$ cat config.mk
export PLATFORM = sky130hd
export DESIGN_NAME = interrupt_enable_pending_priority_regs_flat
export DESIGN_NICKNAME = d
export VERILOG_FILES = /design/src/ippr_pkg.sv /design/src/ippr_if.sv /design/src/ippr_decode.sv /design/src/ippr_bit_mem.sv /design/src/ippr_prio_mem.sv /design/src/interrupt_enable_pending_priority_regs.sv /design/src/flat_wrapper.sv
export SDC_FILE = /design/constraint.sdc
export NUM_CORES = 2
export LEC_CHECK = 0
export BUFFER_PORTS_ARGS = -buffer_cell sky130_fd_sc_hd__buf_4
export CAP_MARGIN = 20
export CORE_AREA = 2 2 501 503
export CTS_BUF_LIST = sky130_fd_sc_hd__clkbuf_4 sky130_fd_sc_hd__clkbuf_8
export DETAILED_ROUTE_END_ITERATION = 6
export DIE_AREA = 0 0 503 505
export HOLD_SLACK_MARGIN = 0.1
export PLACE_DENSITY = 0.62
export REMOVE_ABC_BUFFERS = 1
export SLEW_MARGIN = 20
export SYNTH_ARGS = -nofsm -noshare
export SYNTH_HDL_FRONTEND = slang
export SYNTH_SLANG_ARGS = --single-unit
$ cat constraint.sdc
create_clock -name clk -period 6.3 [get_ports clk]
set_input_delay 1.26 -clock clk [delete_from_list [all_inputs] [get_ports clk]]
set_output_delay 1.26 -clock clk [all_outputs]
set_load 0.01 [all_outputs]
$ cat src/ippr_pkg.sv
package ippr_pkg;

  localparam int NUM_IRQ_DEF   = 240;
  localparam int BIT_WORDS_DEF = 8;

  // Register windows, base inclusive and end exclusive.
  localparam logic [11:0] EN_SET_BASE   = 12'h000;
  localparam logic [11:0] EN_SET_END    = 12'h020;
  localparam logic [11:0] EN_CLR_BASE   = 12'h080;
  localparam logic [11:0] EN_CLR_END    = 12'h0A0;
  localparam logic [11:0] PEND_SET_BASE = 12'h100;
  localparam logic [11:0] PEND_SET_END  = 12'h120;
  localparam logic [11:0] PEND_CLR_BASE = 12'h180;
  localparam logic [11:0] PEND_CLR_END  = 12'h1A0;
  localparam logic [11:0] PRIO_BASE     = 12'h300;
  localparam logic [11:0] PRIO_END      = 12'h500;

  localparam int LANES      = 4;
  localparam int PRIO_ROW_W = 7;
  localparam int LANE_ROW_W = 8;

  typedef enum logic [1:0] {
    ST_OK        = 2'd0,
    ST_UNALIGNED = 2'd1,
    ST_UNMAPPED  = 2'd2
  } status_t;

  typedef enum logic [1:0] {
    WIDTH_BYTE = 2'd0,
    WIDTH_HALF = 2'd1,
    WIDTH_WORD = 2'd2
  } width_t;

  typedef enum logic {
    OP_READ  = 1'b0,
    OP_WRITE = 1'b1
  } op_t;

  typedef enum logic [1:0] {
    S_IDLE = 2'b01,
    S_EXEC = 2'b10
  } state_t;

  // Decoded request. bit_sel and prio_rd are only set when the status is ok.
  typedef struct packed {
    status_t                 status;
    logic                    is_write;
    logic                    bit_sel;
    logic                    bit_clear;
    logic                    bit_pend;
    logic [2:0]              bit_word;
    logic                    prio_rd;
    logic [PRIO_ROW_W-1:0]   prio_row;
  } req_t;

  // Per-lane priority byte writes.
  typedef struct packed {
    logic [LANES-1:0]                  en;
    logic [LANES-1:0][LANE_ROW_W-1:0]  row;
    logic [LANES-1:0][7:0]             data;
  } prio_wr_t;

endpackage

$ cat src/ippr_if.sv
interface req_if;
  logic        valid;
  logic        ready;
  logic        operation;
  logic [11:0] offset;
  logic [31:0] write_data;
  logic [1:0]  access_width;

  modport source (output valid, output operation, output offset, output write_data,
                  output access_width, input ready);
  modport sink (input valid, input operation, input offset, input write_data,
                input access_width, output ready);
endinterface

interface rsp_if;
  logic        valid;
  logic        ready;
  logic [31:0] read_data;
  logic [1:0]  status;

  modport source (output valid, output read_data, output status, input ready);
  modport sink (input valid, input read_data, input status, output ready);
endinterface

$ cat src/ippr_decode.sv
module ippr_decode import ippr_pkg::*; #(
  parameter int NUM_IRQ   = NUM_IRQ_DEF,
  parameter int BIT_WORDS = BIT_WORDS_DEF
) (
  input  logic        operation,
  input  logic [11:0] offset,
  input  logic [31:0] write_data,
  input  logic [1:0]  access_width,
  output req_t        req,
  output prio_wr_t    pwr
);

  localparam int ROWS = (NUM_IRQ + 3) / 4;

  always_comb begin
    logic        is_wr;
    logic        wc_bad;
    logic        is_word;
    logic        in_prio;
    logic        win_es;
    logic        win_ec;
    logic        win_ps;
    logic        win_pc;
    logic        bit_hit;
    logic        prio_map;
    logic [11:0] pofs;
    logic [1:0]  i;
    logic [9:0]  bidx;
    logic        len_ok;

    is_wr   = (operation == OP_WRITE);
    wc_bad  = !(access_width == WIDTH_BYTE || access_width == WIDTH_HALF ||
                access_width == WIDTH_WORD);
    is_word = (access_width == WIDTH_WORD);
    in_prio = (offset >= PRIO_BASE) && (offset < PRIO_END);
    win_es  = (offset >= EN_SET_BASE) && (offset < EN_SET_END);
    win_ec  = (offset >= EN_CLR_BASE) && (offset < EN_CLR_END);
    win_ps  = (offset >= PEND_SET_BASE) && (offset < PEND_SET_END);
    win_pc  = (offset >= PEND_CLR_BASE) && (offset < PEND_CLR_END);
    bit_hit = (win_es || win_ec || win_ps || win_pc) && (int'(offset[4:2]) < BIT_WORDS);
    pofs    = offset - PRIO_BASE;
    prio_map = int'(pofs[8:2]) < ROWS;

    req           = '0;
    req.status    = ST_OK;
    req.is_write  = is_wr;
    req.bit_clear = win_ec || win_pc;
    req.bit_pend  = win_ps || win_pc;
    req.bit_word  = offset[4:2];
    req.prio_row  = pofs[8:2];

    if (wc_bad) begin
      req.status = ST_UNALIGNED;
    end else if (!is_wr) begin
      if (!is_word) begin
        req.status = ST_UNALIGNED;
      end else if (in_prio) begin
        if (prio_map) begin
          req.prio_rd = 1'b1;
        end else begin
          req.status = ST_UNMAPPED;
        end
      end else if (bit_hit) begin
        req.bit_sel = 1'b1;
      end else begin
        req.status = ST_UNMAPPED;
      end
    end else if (!in_prio) begin
      if (!is_word) begin
        req.status = ST_UNALIGNED;
      end else if (bit_hit) begin
        req.bit_sel = 1'b1;
      end else begin
        req.status = ST_UNMAPPED;
      end
    end

    // Byte i of the write data lands in lane (first + i) mod 4.
    pwr = '0;
    for (int l = 0; l < LANES; l++) begin
      i    = 2'(l) - pofs[1:0];
      bidx = {1'b0, pofs[8:0]} + 10'(i);
      case (access_width)
        WIDTH_BYTE: len_ok = (i == 2'd0);
        WIDTH_HALF: len_ok = !i[1];
        WIDTH_WORD: len_ok = 1'b1;
        default:    len_ok = 1'b0;
      endcase
      pwr.en[l]   = is_wr && in_prio && len_ok && (int'(bidx) < NUM_IRQ);
      pwr.row[l]  = bidx[9:2];
      pwr.data[l] = 8'(write_data >> {i, 3'b000});
    end
  end

endmodule

$ cat src/ippr_bit_mem.sv
module ippr_bit_mem #(
  parameter int ENTRIES = 16,
  parameter int ADDR_W  = 4
) (
  input  logic              clk,
  input  logic              rst,
  input  logic              rd_en,
  input  logic [ADDR_W-1:0] rd_addr,
  output logic [31:0]       rd_data,
  input  logic              wr_en,
  input  logic [ADDR_W-1:0] wr_addr,
  input  logic [31:0]       wr_data
);

  logic [31:0]        mem [ENTRIES];
  logic [ENTRIES-1:0] vld;
  logic [31:0]        rd_word;
  logic               rd_vld;

  always_ff @(posedge clk) begin
    if (wr_en) begin
      mem[wr_addr] <= wr_data;
    end
    if (rd_en) begin
      rd_word <= mem[rd_addr];
    end
  end

  // Entries that were never written read as zero.
  always_ff @(posedge clk) begin
    if (rst) begin
      vld    <= '0;
      rd_vld <= 1'b0;
    end else begin
      if (wr_en) begin
        vld[wr_addr] <= 1'b1;
      end
      if (rd_en) begin
        rd_vld <= vld[rd_addr];
      end
    end
  end

  assign rd_data = rd_vld ? rd_word : '0;

endmodule

$ cat src/ippr_prio_mem.sv
module ippr_prio_mem import ippr_pkg::*; #(
  parameter int ROWS  = 60,
  parameter int ROW_W = 6
) (
  input  logic                         clk,
  input  logic                         rst,
  input  logic                         rd_en,
  input  logic [ROW_W-1:0]             rd_row,
  output logic [31:0]                  rd_data,
  input  logic [LANES-1:0]             wr_en,
  input  logic [LANES-1:0][ROW_W-1:0]  wr_row,
  input  logic [LANES-1:0][7:0]        wr_data
);

  // One byte-wide memory per lane, so an unaligned write touches each lane once.
  for (genvar l = 0; l < LANES; l++) begin : g_lane
    logic [7:0]      mem [ROWS];
    logic [ROWS-1:0] vld;
    logic [7:0]      rd_byte;
    logic            rd_vld;

    always_ff @(posedge clk) begin
      if (wr_en[l]) begin
        mem[wr_row[l]] <= wr_data[l];
      end
      if (rd_en) begin
        rd_byte <= mem[rd_row];
      end
    end

    always_ff @(posedge clk) begin
      if (rst) begin
        vld    <= '0;
        rd_vld <= 1'b0;
      end else begin
        if (wr_en[l]) begin
          vld[wr_row[l]] <= 1'b1;
        end
        if (rd_en) begin
          rd_vld <= vld[rd_row];
        end
      end
    end

    assign rd_data[8*l +: 8] = rd_vld ? rd_byte : 8'h00;
  end

endmodule

$ cat src/interrupt_enable_pending_priority_regs.sv
// Register interface of an interrupt controller. Each request is one bus
// access (read or write, 12-bit byte offset, data, byte/half/word width) and
// produces exactly one response with read data and a status (ok, unaligned
// width, unmapped offset). Enable bits live at 0x000 (set) and 0x080 (clear),
// pending bits at 0x100 (set) and 0x180 (clear); both windows read back the
// current bits and need word-wide accesses. Priority bytes live at 0x300 and
// take byte, half and word writes at any offset; bytes past NUM_IRQ are
// dropped with an ok status, and reads return four bytes per word. The enable
// and pending words sit in one synchronous memory, the priority bytes in four
// byte-lane memories; all reset to zero through per-entry valid bits, so no
// clearing pass is needed and requests are taken right after reset. A request
// issues its memory read when it is accepted, and the execute state then does
// the read-modify-write of the enable or pending word and loads the response
// register once that register is free. No new request is accepted until the
// current one has finished; a held response stalls the request after it in
// the execute state until the response is taken.
module interrupt_enable_pending_priority_regs import ippr_pkg::*; #(
  parameter int NUM_IRQ   = NUM_IRQ_DEF,
  parameter int BIT_WORDS = BIT_WORDS_DEF
) (
  input  logic  clk,
  input  logic  rst,
  req_if.sink   req,
  rsp_if.source rsp
);

  localparam int ROWS        = (NUM_IRQ + 3) / 4;
  localparam int ROW_W       = (ROWS > 1) ? $clog2(ROWS) : 1;
  localparam int BIT_ENTRIES = 2 * BIT_WORDS;
  localparam int BADDR_W     = $clog2(BIT_ENTRIES);

  state_t                       state;
  state_t                       state_next;
  req_t                         dreq;
  prio_wr_t                     pwr;
  req_t                         req_q;
  logic [31:0]                  wdata_q;
  logic [BADDR_W-1:0]           baddr;
  logic [BADDR_W-1:0]           baddr_q;
  logic                         accept;
  logic                         done;
  logic [31:0]                  bit_rd;
  logic [31:0]                  prio_rd;
  logic                         bit_we;
  logic [31:0]                  bit_wd;
  logic [LANES-1:0][ROW_W-1:0]  lane_row;
  logic                         rsp_valid;
  logic [31:0]                  rsp_data;
  status_t                      rsp_status;

  ippr_decode #(
    .NUM_IRQ   (NUM_IRQ),
    .BIT_WORDS (BIT_WORDS)
  ) u_decode (
    .operation    (req.operation),
    .offset       (req.offset),
    .write_data   (req.write_data),
    .access_width (req.access_width),
    .req          (dreq),
    .pwr          (pwr)
  );

  assign req.ready = (state == S_IDLE);
  assign accept    = req.valid && req.ready;
  // The response register must be free before a request can finish.
  assign done      = (state == S_EXEC) && (!rsp_valid || rsp.ready);

  // Enable words come first in the bit memory, pending words after them.
  assign baddr = dreq.bit_pend ? BADDR_W'(BIT_WORDS) + BADDR_W'(dreq.bit_word)
                               : BADDR_W'(dreq.bit_word);

  always_comb begin
    state_next = state;
    case (state)
      S_IDLE:  if (accept) state_next = S_EXEC;
      S_EXEC:  if (done) state_next = S_IDLE;
      default: state_next = S_IDLE;
    endcase
  end

  always_ff @(posedge clk) begin
    if (rst) begin
      state <= S_IDLE;
    end else begin
      state <= state_next;
    end
  end

  always_ff @(posedge clk) begin
    if (accept) begin
      req_q   <= dreq;
      wdata_q <= req.write_data;
      baddr_q <= baddr;
    end
  end

  // Read-modify-write of an enable or pending word. Only one request is in
  // flight, so the write-back never races a read of the same word.
  assign bit_we = done && req_q.bit_sel && req_q.is_write;
  assign bit_wd = req_q.bit_clear ? (bit_rd & ~wdata_q) : (bit_rd | wdata_q);

  ippr_bit_mem #(
    .ENTRIES (BIT_ENTRIES),
    .ADDR_W  (BADDR_W)
  ) u_bit_mem (
    .clk     (clk),
    .rst     (rst),
    .rd_en   (accept && dreq.bit_sel),
    .rd_addr (baddr),
    .rd_data (bit_rd),
    .wr_en   (bit_we),
    .wr_addr (baddr_q),
    .wr_data (bit_wd)
  );

  // Priority writes need no old data, so they go to the lanes on acceptance.
  for (genvar l = 0; l < LANES; l++) begin : g_row
    assign lane_row[l] = pwr.row[l][ROW_W-1:0];
  end

  ippr_prio_mem #(
    .ROWS  (ROWS),
    .ROW_W (ROW_W)
  ) u_prio_mem (
    .clk     (clk),
    .rst     (rst),
    .rd_en   (accept && dreq.prio_rd),
    .rd_row  (dreq.prio_row[ROW_W-1:0]),
    .rd_data (prio_rd),
    .wr_en   (pwr.en & {LANES{accept}}),
    .wr_row  (lane_row),
    .wr_data (pwr.data)
  );

  // Response register: it holds a finished response until it is taken.
  always_ff @(posedge clk) begin
    if (rst) begin
      rsp_valid <= 1'b0;
    end else if (done) begin
      rsp_valid <= 1'b1;
    end else if (rsp.ready) begin
      rsp_valid <= 1'b0;
    end
  end

  always_ff @(posedge clk) begin
    if (done) begin
      rsp_status <= req_q.status;
      if (req_q.bit_sel && !req_q.is_write) begin
        rsp_data <= bit_rd;
      end else if (req_q.prio_rd) begin
        rsp_data <= prio_rd;
      end else begin
        rsp_data <= '0;
      end
    end
  end

  assign rsp.valid     = rsp_valid;
  assign rsp.read_data = rsp_data;
  assign rsp.status    = rsp_status;

endmodule

$ cat src/flat_wrapper.sv
// flat-port wrapper written by rule: the top's interface ports become plain ports
module interrupt_enable_pending_priority_regs_flat import ippr_pkg::*;
#(
  parameter int NUM_IRQ   = NUM_IRQ_DEF,
  parameter int BIT_WORDS = BIT_WORDS_DEF
)
  (clk, rst, req_valid, req_operation, req_offset, req_write_data, req_access_width, req_ready, rsp_valid, rsp_read_data, rsp_status, rsp_ready);
  req_if req_i ();
  rsp_if rsp_i ();
  input  logic clk;
  input  logic rst;
  input wire logic [$bits(req_i.valid)-1:0] req_valid;
  input wire logic [$bits(req_i.operation)-1:0] req_operation;
  input wire logic [$bits(req_i.offset)-1:0] req_offset;
  input wire logic [$bits(req_i.write_data)-1:0] req_write_data;
  input wire logic [$bits(req_i.access_width)-1:0] req_access_width;
  output wire logic [$bits(req_i.ready)-1:0] req_ready;
  output wire logic [$bits(rsp_i.valid)-1:0] rsp_valid;
  output wire logic [$bits(rsp_i.read_data)-1:0] rsp_read_data;
  output wire logic [$bits(rsp_i.status)-1:0] rsp_status;
  input wire logic [$bits(rsp_i.ready)-1:0] rsp_ready;
  assign req_i.valid = req_valid;
  assign req_i.operation = req_operation;
  assign req_i.offset = req_offset;
  assign req_i.write_data = req_write_data;
  assign req_i.access_width = req_access_width;
  assign req_ready = req_i.ready;
  assign rsp_valid = rsp_i.valid;
  assign rsp_read_data = rsp_i.read_data;
  assign rsp_status = rsp_i.status;
  assign rsp_i.ready = rsp_ready;
  interrupt_enable_pending_priority_regs #(.NUM_IRQ(NUM_IRQ), .BIT_WORDS(BIT_WORDS)) u_core (.clk(clk), .rst(rst), .req(req_i), .rsp(rsp_i));
endmodule
==> results.json <==
{
  "status": "completed",
  "drtPass1Iterations": 6,
  "syn_to_final_growth_pct": 12.7,
  "first_global_vias": 67100,
  "clock_power_share_pct": 39.8,
  "tightest_slew_ns": 1.22,
  "dp_slack_ns": 0.965,
  "numCtsBuffers": 450,
  "maxCapViolCount": 0,
  "dp_hpwl_um": 216000,
  "cts_post_setup_buffers_inserted": 0,
  "clk_latency_ns": 1.14,
  "final_design_area_no_fill_sq_um": 125000,
  "finalSetupViolCount": 0,
  "syn_avg_cell_area_sq_um": 16.4,
  "die-area_sq_um": 254000,
  "fin_nets": 7134,
  "portBuffers": 86,
  "numClockSinks": 2836,
  "cts_resized": 0,
  "drive_above_1_share_pct": 21.2,
  "r2r_start": "u_core.state[1]",
  "placed_area_sq_um": 117000,
  "grt_pass1_wl_um": 508000,
  "cts_buffer_depth": 4,
  "synth_ff_type": "edfxtp_1",
  "drc_errors": 0,
  "viasPerCell": 6.45,
  "ys_types": 84,
  "async_flop_share_pct": 0,
  "p_sw_mw": 9.27,
  "ir_worst_vdd_uv": 186,
  "power.internal_mw": 29.8,
  "crit_path_start_kind": "input port",
  "ys_seq_elements": 2836,
  "syn_area_sq_um": 111000,
  "fmax_mhz": 222,
  "final_common_cell": "edfxtp_1",
  "mostFrequentLayoutCells": "2572 x edfxtp_1, 572 x nor2_1, 460 x clkbuf_8",
  "p_per_area_nw_per_um2": 312,
  "synthCells": 6770,
  "yosysSeqAreaShare_pct": 74.1,
  "fin_crit_ns": 4.51,
  "initial_utilization_pct": 44.8,
  "die-height_um": 505,
  "grt_max_degree": 158,
  "finalWirelength_um": 365000,
  "critPathLaunch": "req_offset[1]",
  "worstHoldStart": "req_write_data[25]",
  "cts-root-buf": "clkbuf_8",
  "crit_path_end_kind": "flop",
  "place.gp.congestion": 0.914,
  "critPathRequiredTime_ns": 6.92,
  "track_usage_pct": 28.1,
  "path_clk_slew_ns": 0.06,
  "nFillCells": 20500,
  "antenna_found_initial": 34,
  "via_count": 69500,
  "rsz0062_at_grt": "false",
  "cp_max_fo": 24,
  "slew_violations": 0,
  "skew_ns": 0.148,
  "coreArea_sq_um": 248000,
  "worst_slack_ns": 1.79,
  "min_path_type": "input port to flop",
  "max_slew_margin_pct": 18.9,
  "worstSetupPathType": "input port to flop",
  "cts_tree": "yes",
  "p_leak_nw": 39.8,
  "io_pins": 87,
  "seqPwrFrac_pct": 53.3,
  "overflow": 0,
  "drt-initial-drc-count": 11700,
  "tns_ns": 0,
  "yosysWarningCount": 0,
  "period_share_pct": 71.6,
  "fp-row-count": 183,
  "p_sw_share_pct": 23.7,
  "die_w_um": 503,
  "cts-htree-levels": 5,
  "wl_per_cell_um": 33.8,
  "synth-edff-count": 2572,
  "cts_hold_buf": 0,
  "p_comb_share_pct": 6.9,
  "hold_viol": 0,
  "arrival_ns": 5.13,
  "postRouteAntennaNets": 0
}
[power by group through the flow]
stage / clock network (mW) / registers [mW] / logic, mW
5_1_grt: 16.4 / 20.8 / 2.75
3_3_place_gp: 0 / 21.2 / 2.59
3_5_place_dp: 0 / 21.2 / 2.62
6_report: 15.6 / 20.9 / 2.70
4_1_cts: 15.6 / 20.9 / 2.63
2_1_floorplan: 0 / 21.2 / 1.11
[cells by family (layout without fill, tap and decap cells)]
group / after synthesis / count (layout) / synth area share [%]
simple gates: 1058 / 1058 / 4.08
flops: 2836 / 2836 / 74.1
buf+inv: 609 / 1253 / 2.41
xor+xnor: 13 / 13 / 0.109
other cells: 0 / 32 / 0
fa+ha+maj: 8 / 8 / 0.0899
compound gates: 1527 / 1527 / 9.95
mux: 719 / 719 / 9.22
[cells in the mapped netlist (all sizes together), types with 22 or more instances]
library cell | count | area [sq um]
dfxtp | 264 | 5290
o21ai | 126 | 631
nand3 | 37 | 185
buf | 241 | 1310
o22ai | 192 | 1200
a31oi | 24 | 150
a221oi | 324 | 2840
nand4 | 26 | 178
mux4 | 223 | 5020
nand2 | 234 | 881
inv | 140 | 526
o211ai | 22 | 165
a221o | 41 | 410
a21oi | 313 | 1570
clkbuf | 228 | 856
nor2 | 593 | 2230
mux2 | 218 | 2450
edfxtp | 2572 | 77200
a22o | 61 | 534
mux2i | 278 | 2780
o221ai | 40 | 350
a211oi | 29 | 238
a32o | 35 | 350
a22oi | 173 | 1300
nor3 | 61 | 320
[critical path, cell delays in order]
cell	delay [ns]
buf_4	0.31
inv_1	0.23
ha_1	0.38
xor2_2	0.47
a21o_1	0.41
nand2_1	0.15
o22ai_1	0.67
nand2_1	0.51
nor2_1	0.73
[worst paths after layout]
kind,cells past startpoint,slack (ns),end
max,9,1.79,u_core.u_prio_mem.g_lane[0].mem[35][3]
min reg2reg,0,0.43,u_core.rsp.status[0]
min,1,0.34,u_core.wdata_q[25]
max reg2reg,7,2.28,u_core.u_prio_mem.g_lane[0].mem[29][1]
[layer usage]
layer  wire length [um]  vias up  GRT usage, %
met2             167000     5033          42.7
met5                 35        -             0
li1                   -    28000             -
met4              17400        6          13.1
met3              43000      905          6.41
met1             137000    35600          38.3
[area by class of cell]
cell class / instances / area [sq um] / share of cell area, %
Antenna cell: 32 / 80.1 / 0.0638
Clock buffer: 602 / 7390 / 5.89
Multi-Input combinational cell: 3325 / 26600 / 21.2
Timing Repair Buffer: 322 / 2850 / 2.27
Tap cell: 3330 / 4170 / 3.32
Clock inverter: 189 / 1330 / 1.06
Sequential cell: 2836 / 82500 / 65.8
Inverter: 140 / 541 / 0.431
[per-stage QoR]
stage	utilization [%]	std cells	total power, mW	hold slack, ns
finish	50.6	10800	39.1	0.341
global route	50.5	10800	40.0	0.304
CTS	50.5	10700	39.1	0.281
detailed placement	47.0	9953	23.9	0.408
global placement	46.9	9948	23.8	0.411
floorplan	-	6301	22.3	0.400
[flip-flops by register name, indices dropped and copies added (netlist names), 4 cells and up]
register	count
u_core.u_bit_mem.mem	512
u_core.req_q	6
u_core.u_bit_mem.vld	16
u_core.baddr_q	4
u_core.u_prio_mem.g_lane.vld	240
u_core.u_prio_mem.g_lane.rd_byte	32
u_core.wdata_q	32
u_core.u_bit_mem.rd_word	32
u_core.u_prio_mem.g_lane.rd_vld	4
u_core.u_prio_mem.g_lane.mem	1920
u_core.rsp.read_data	32
Note: power is estimated with default switching activity, not from simulation.
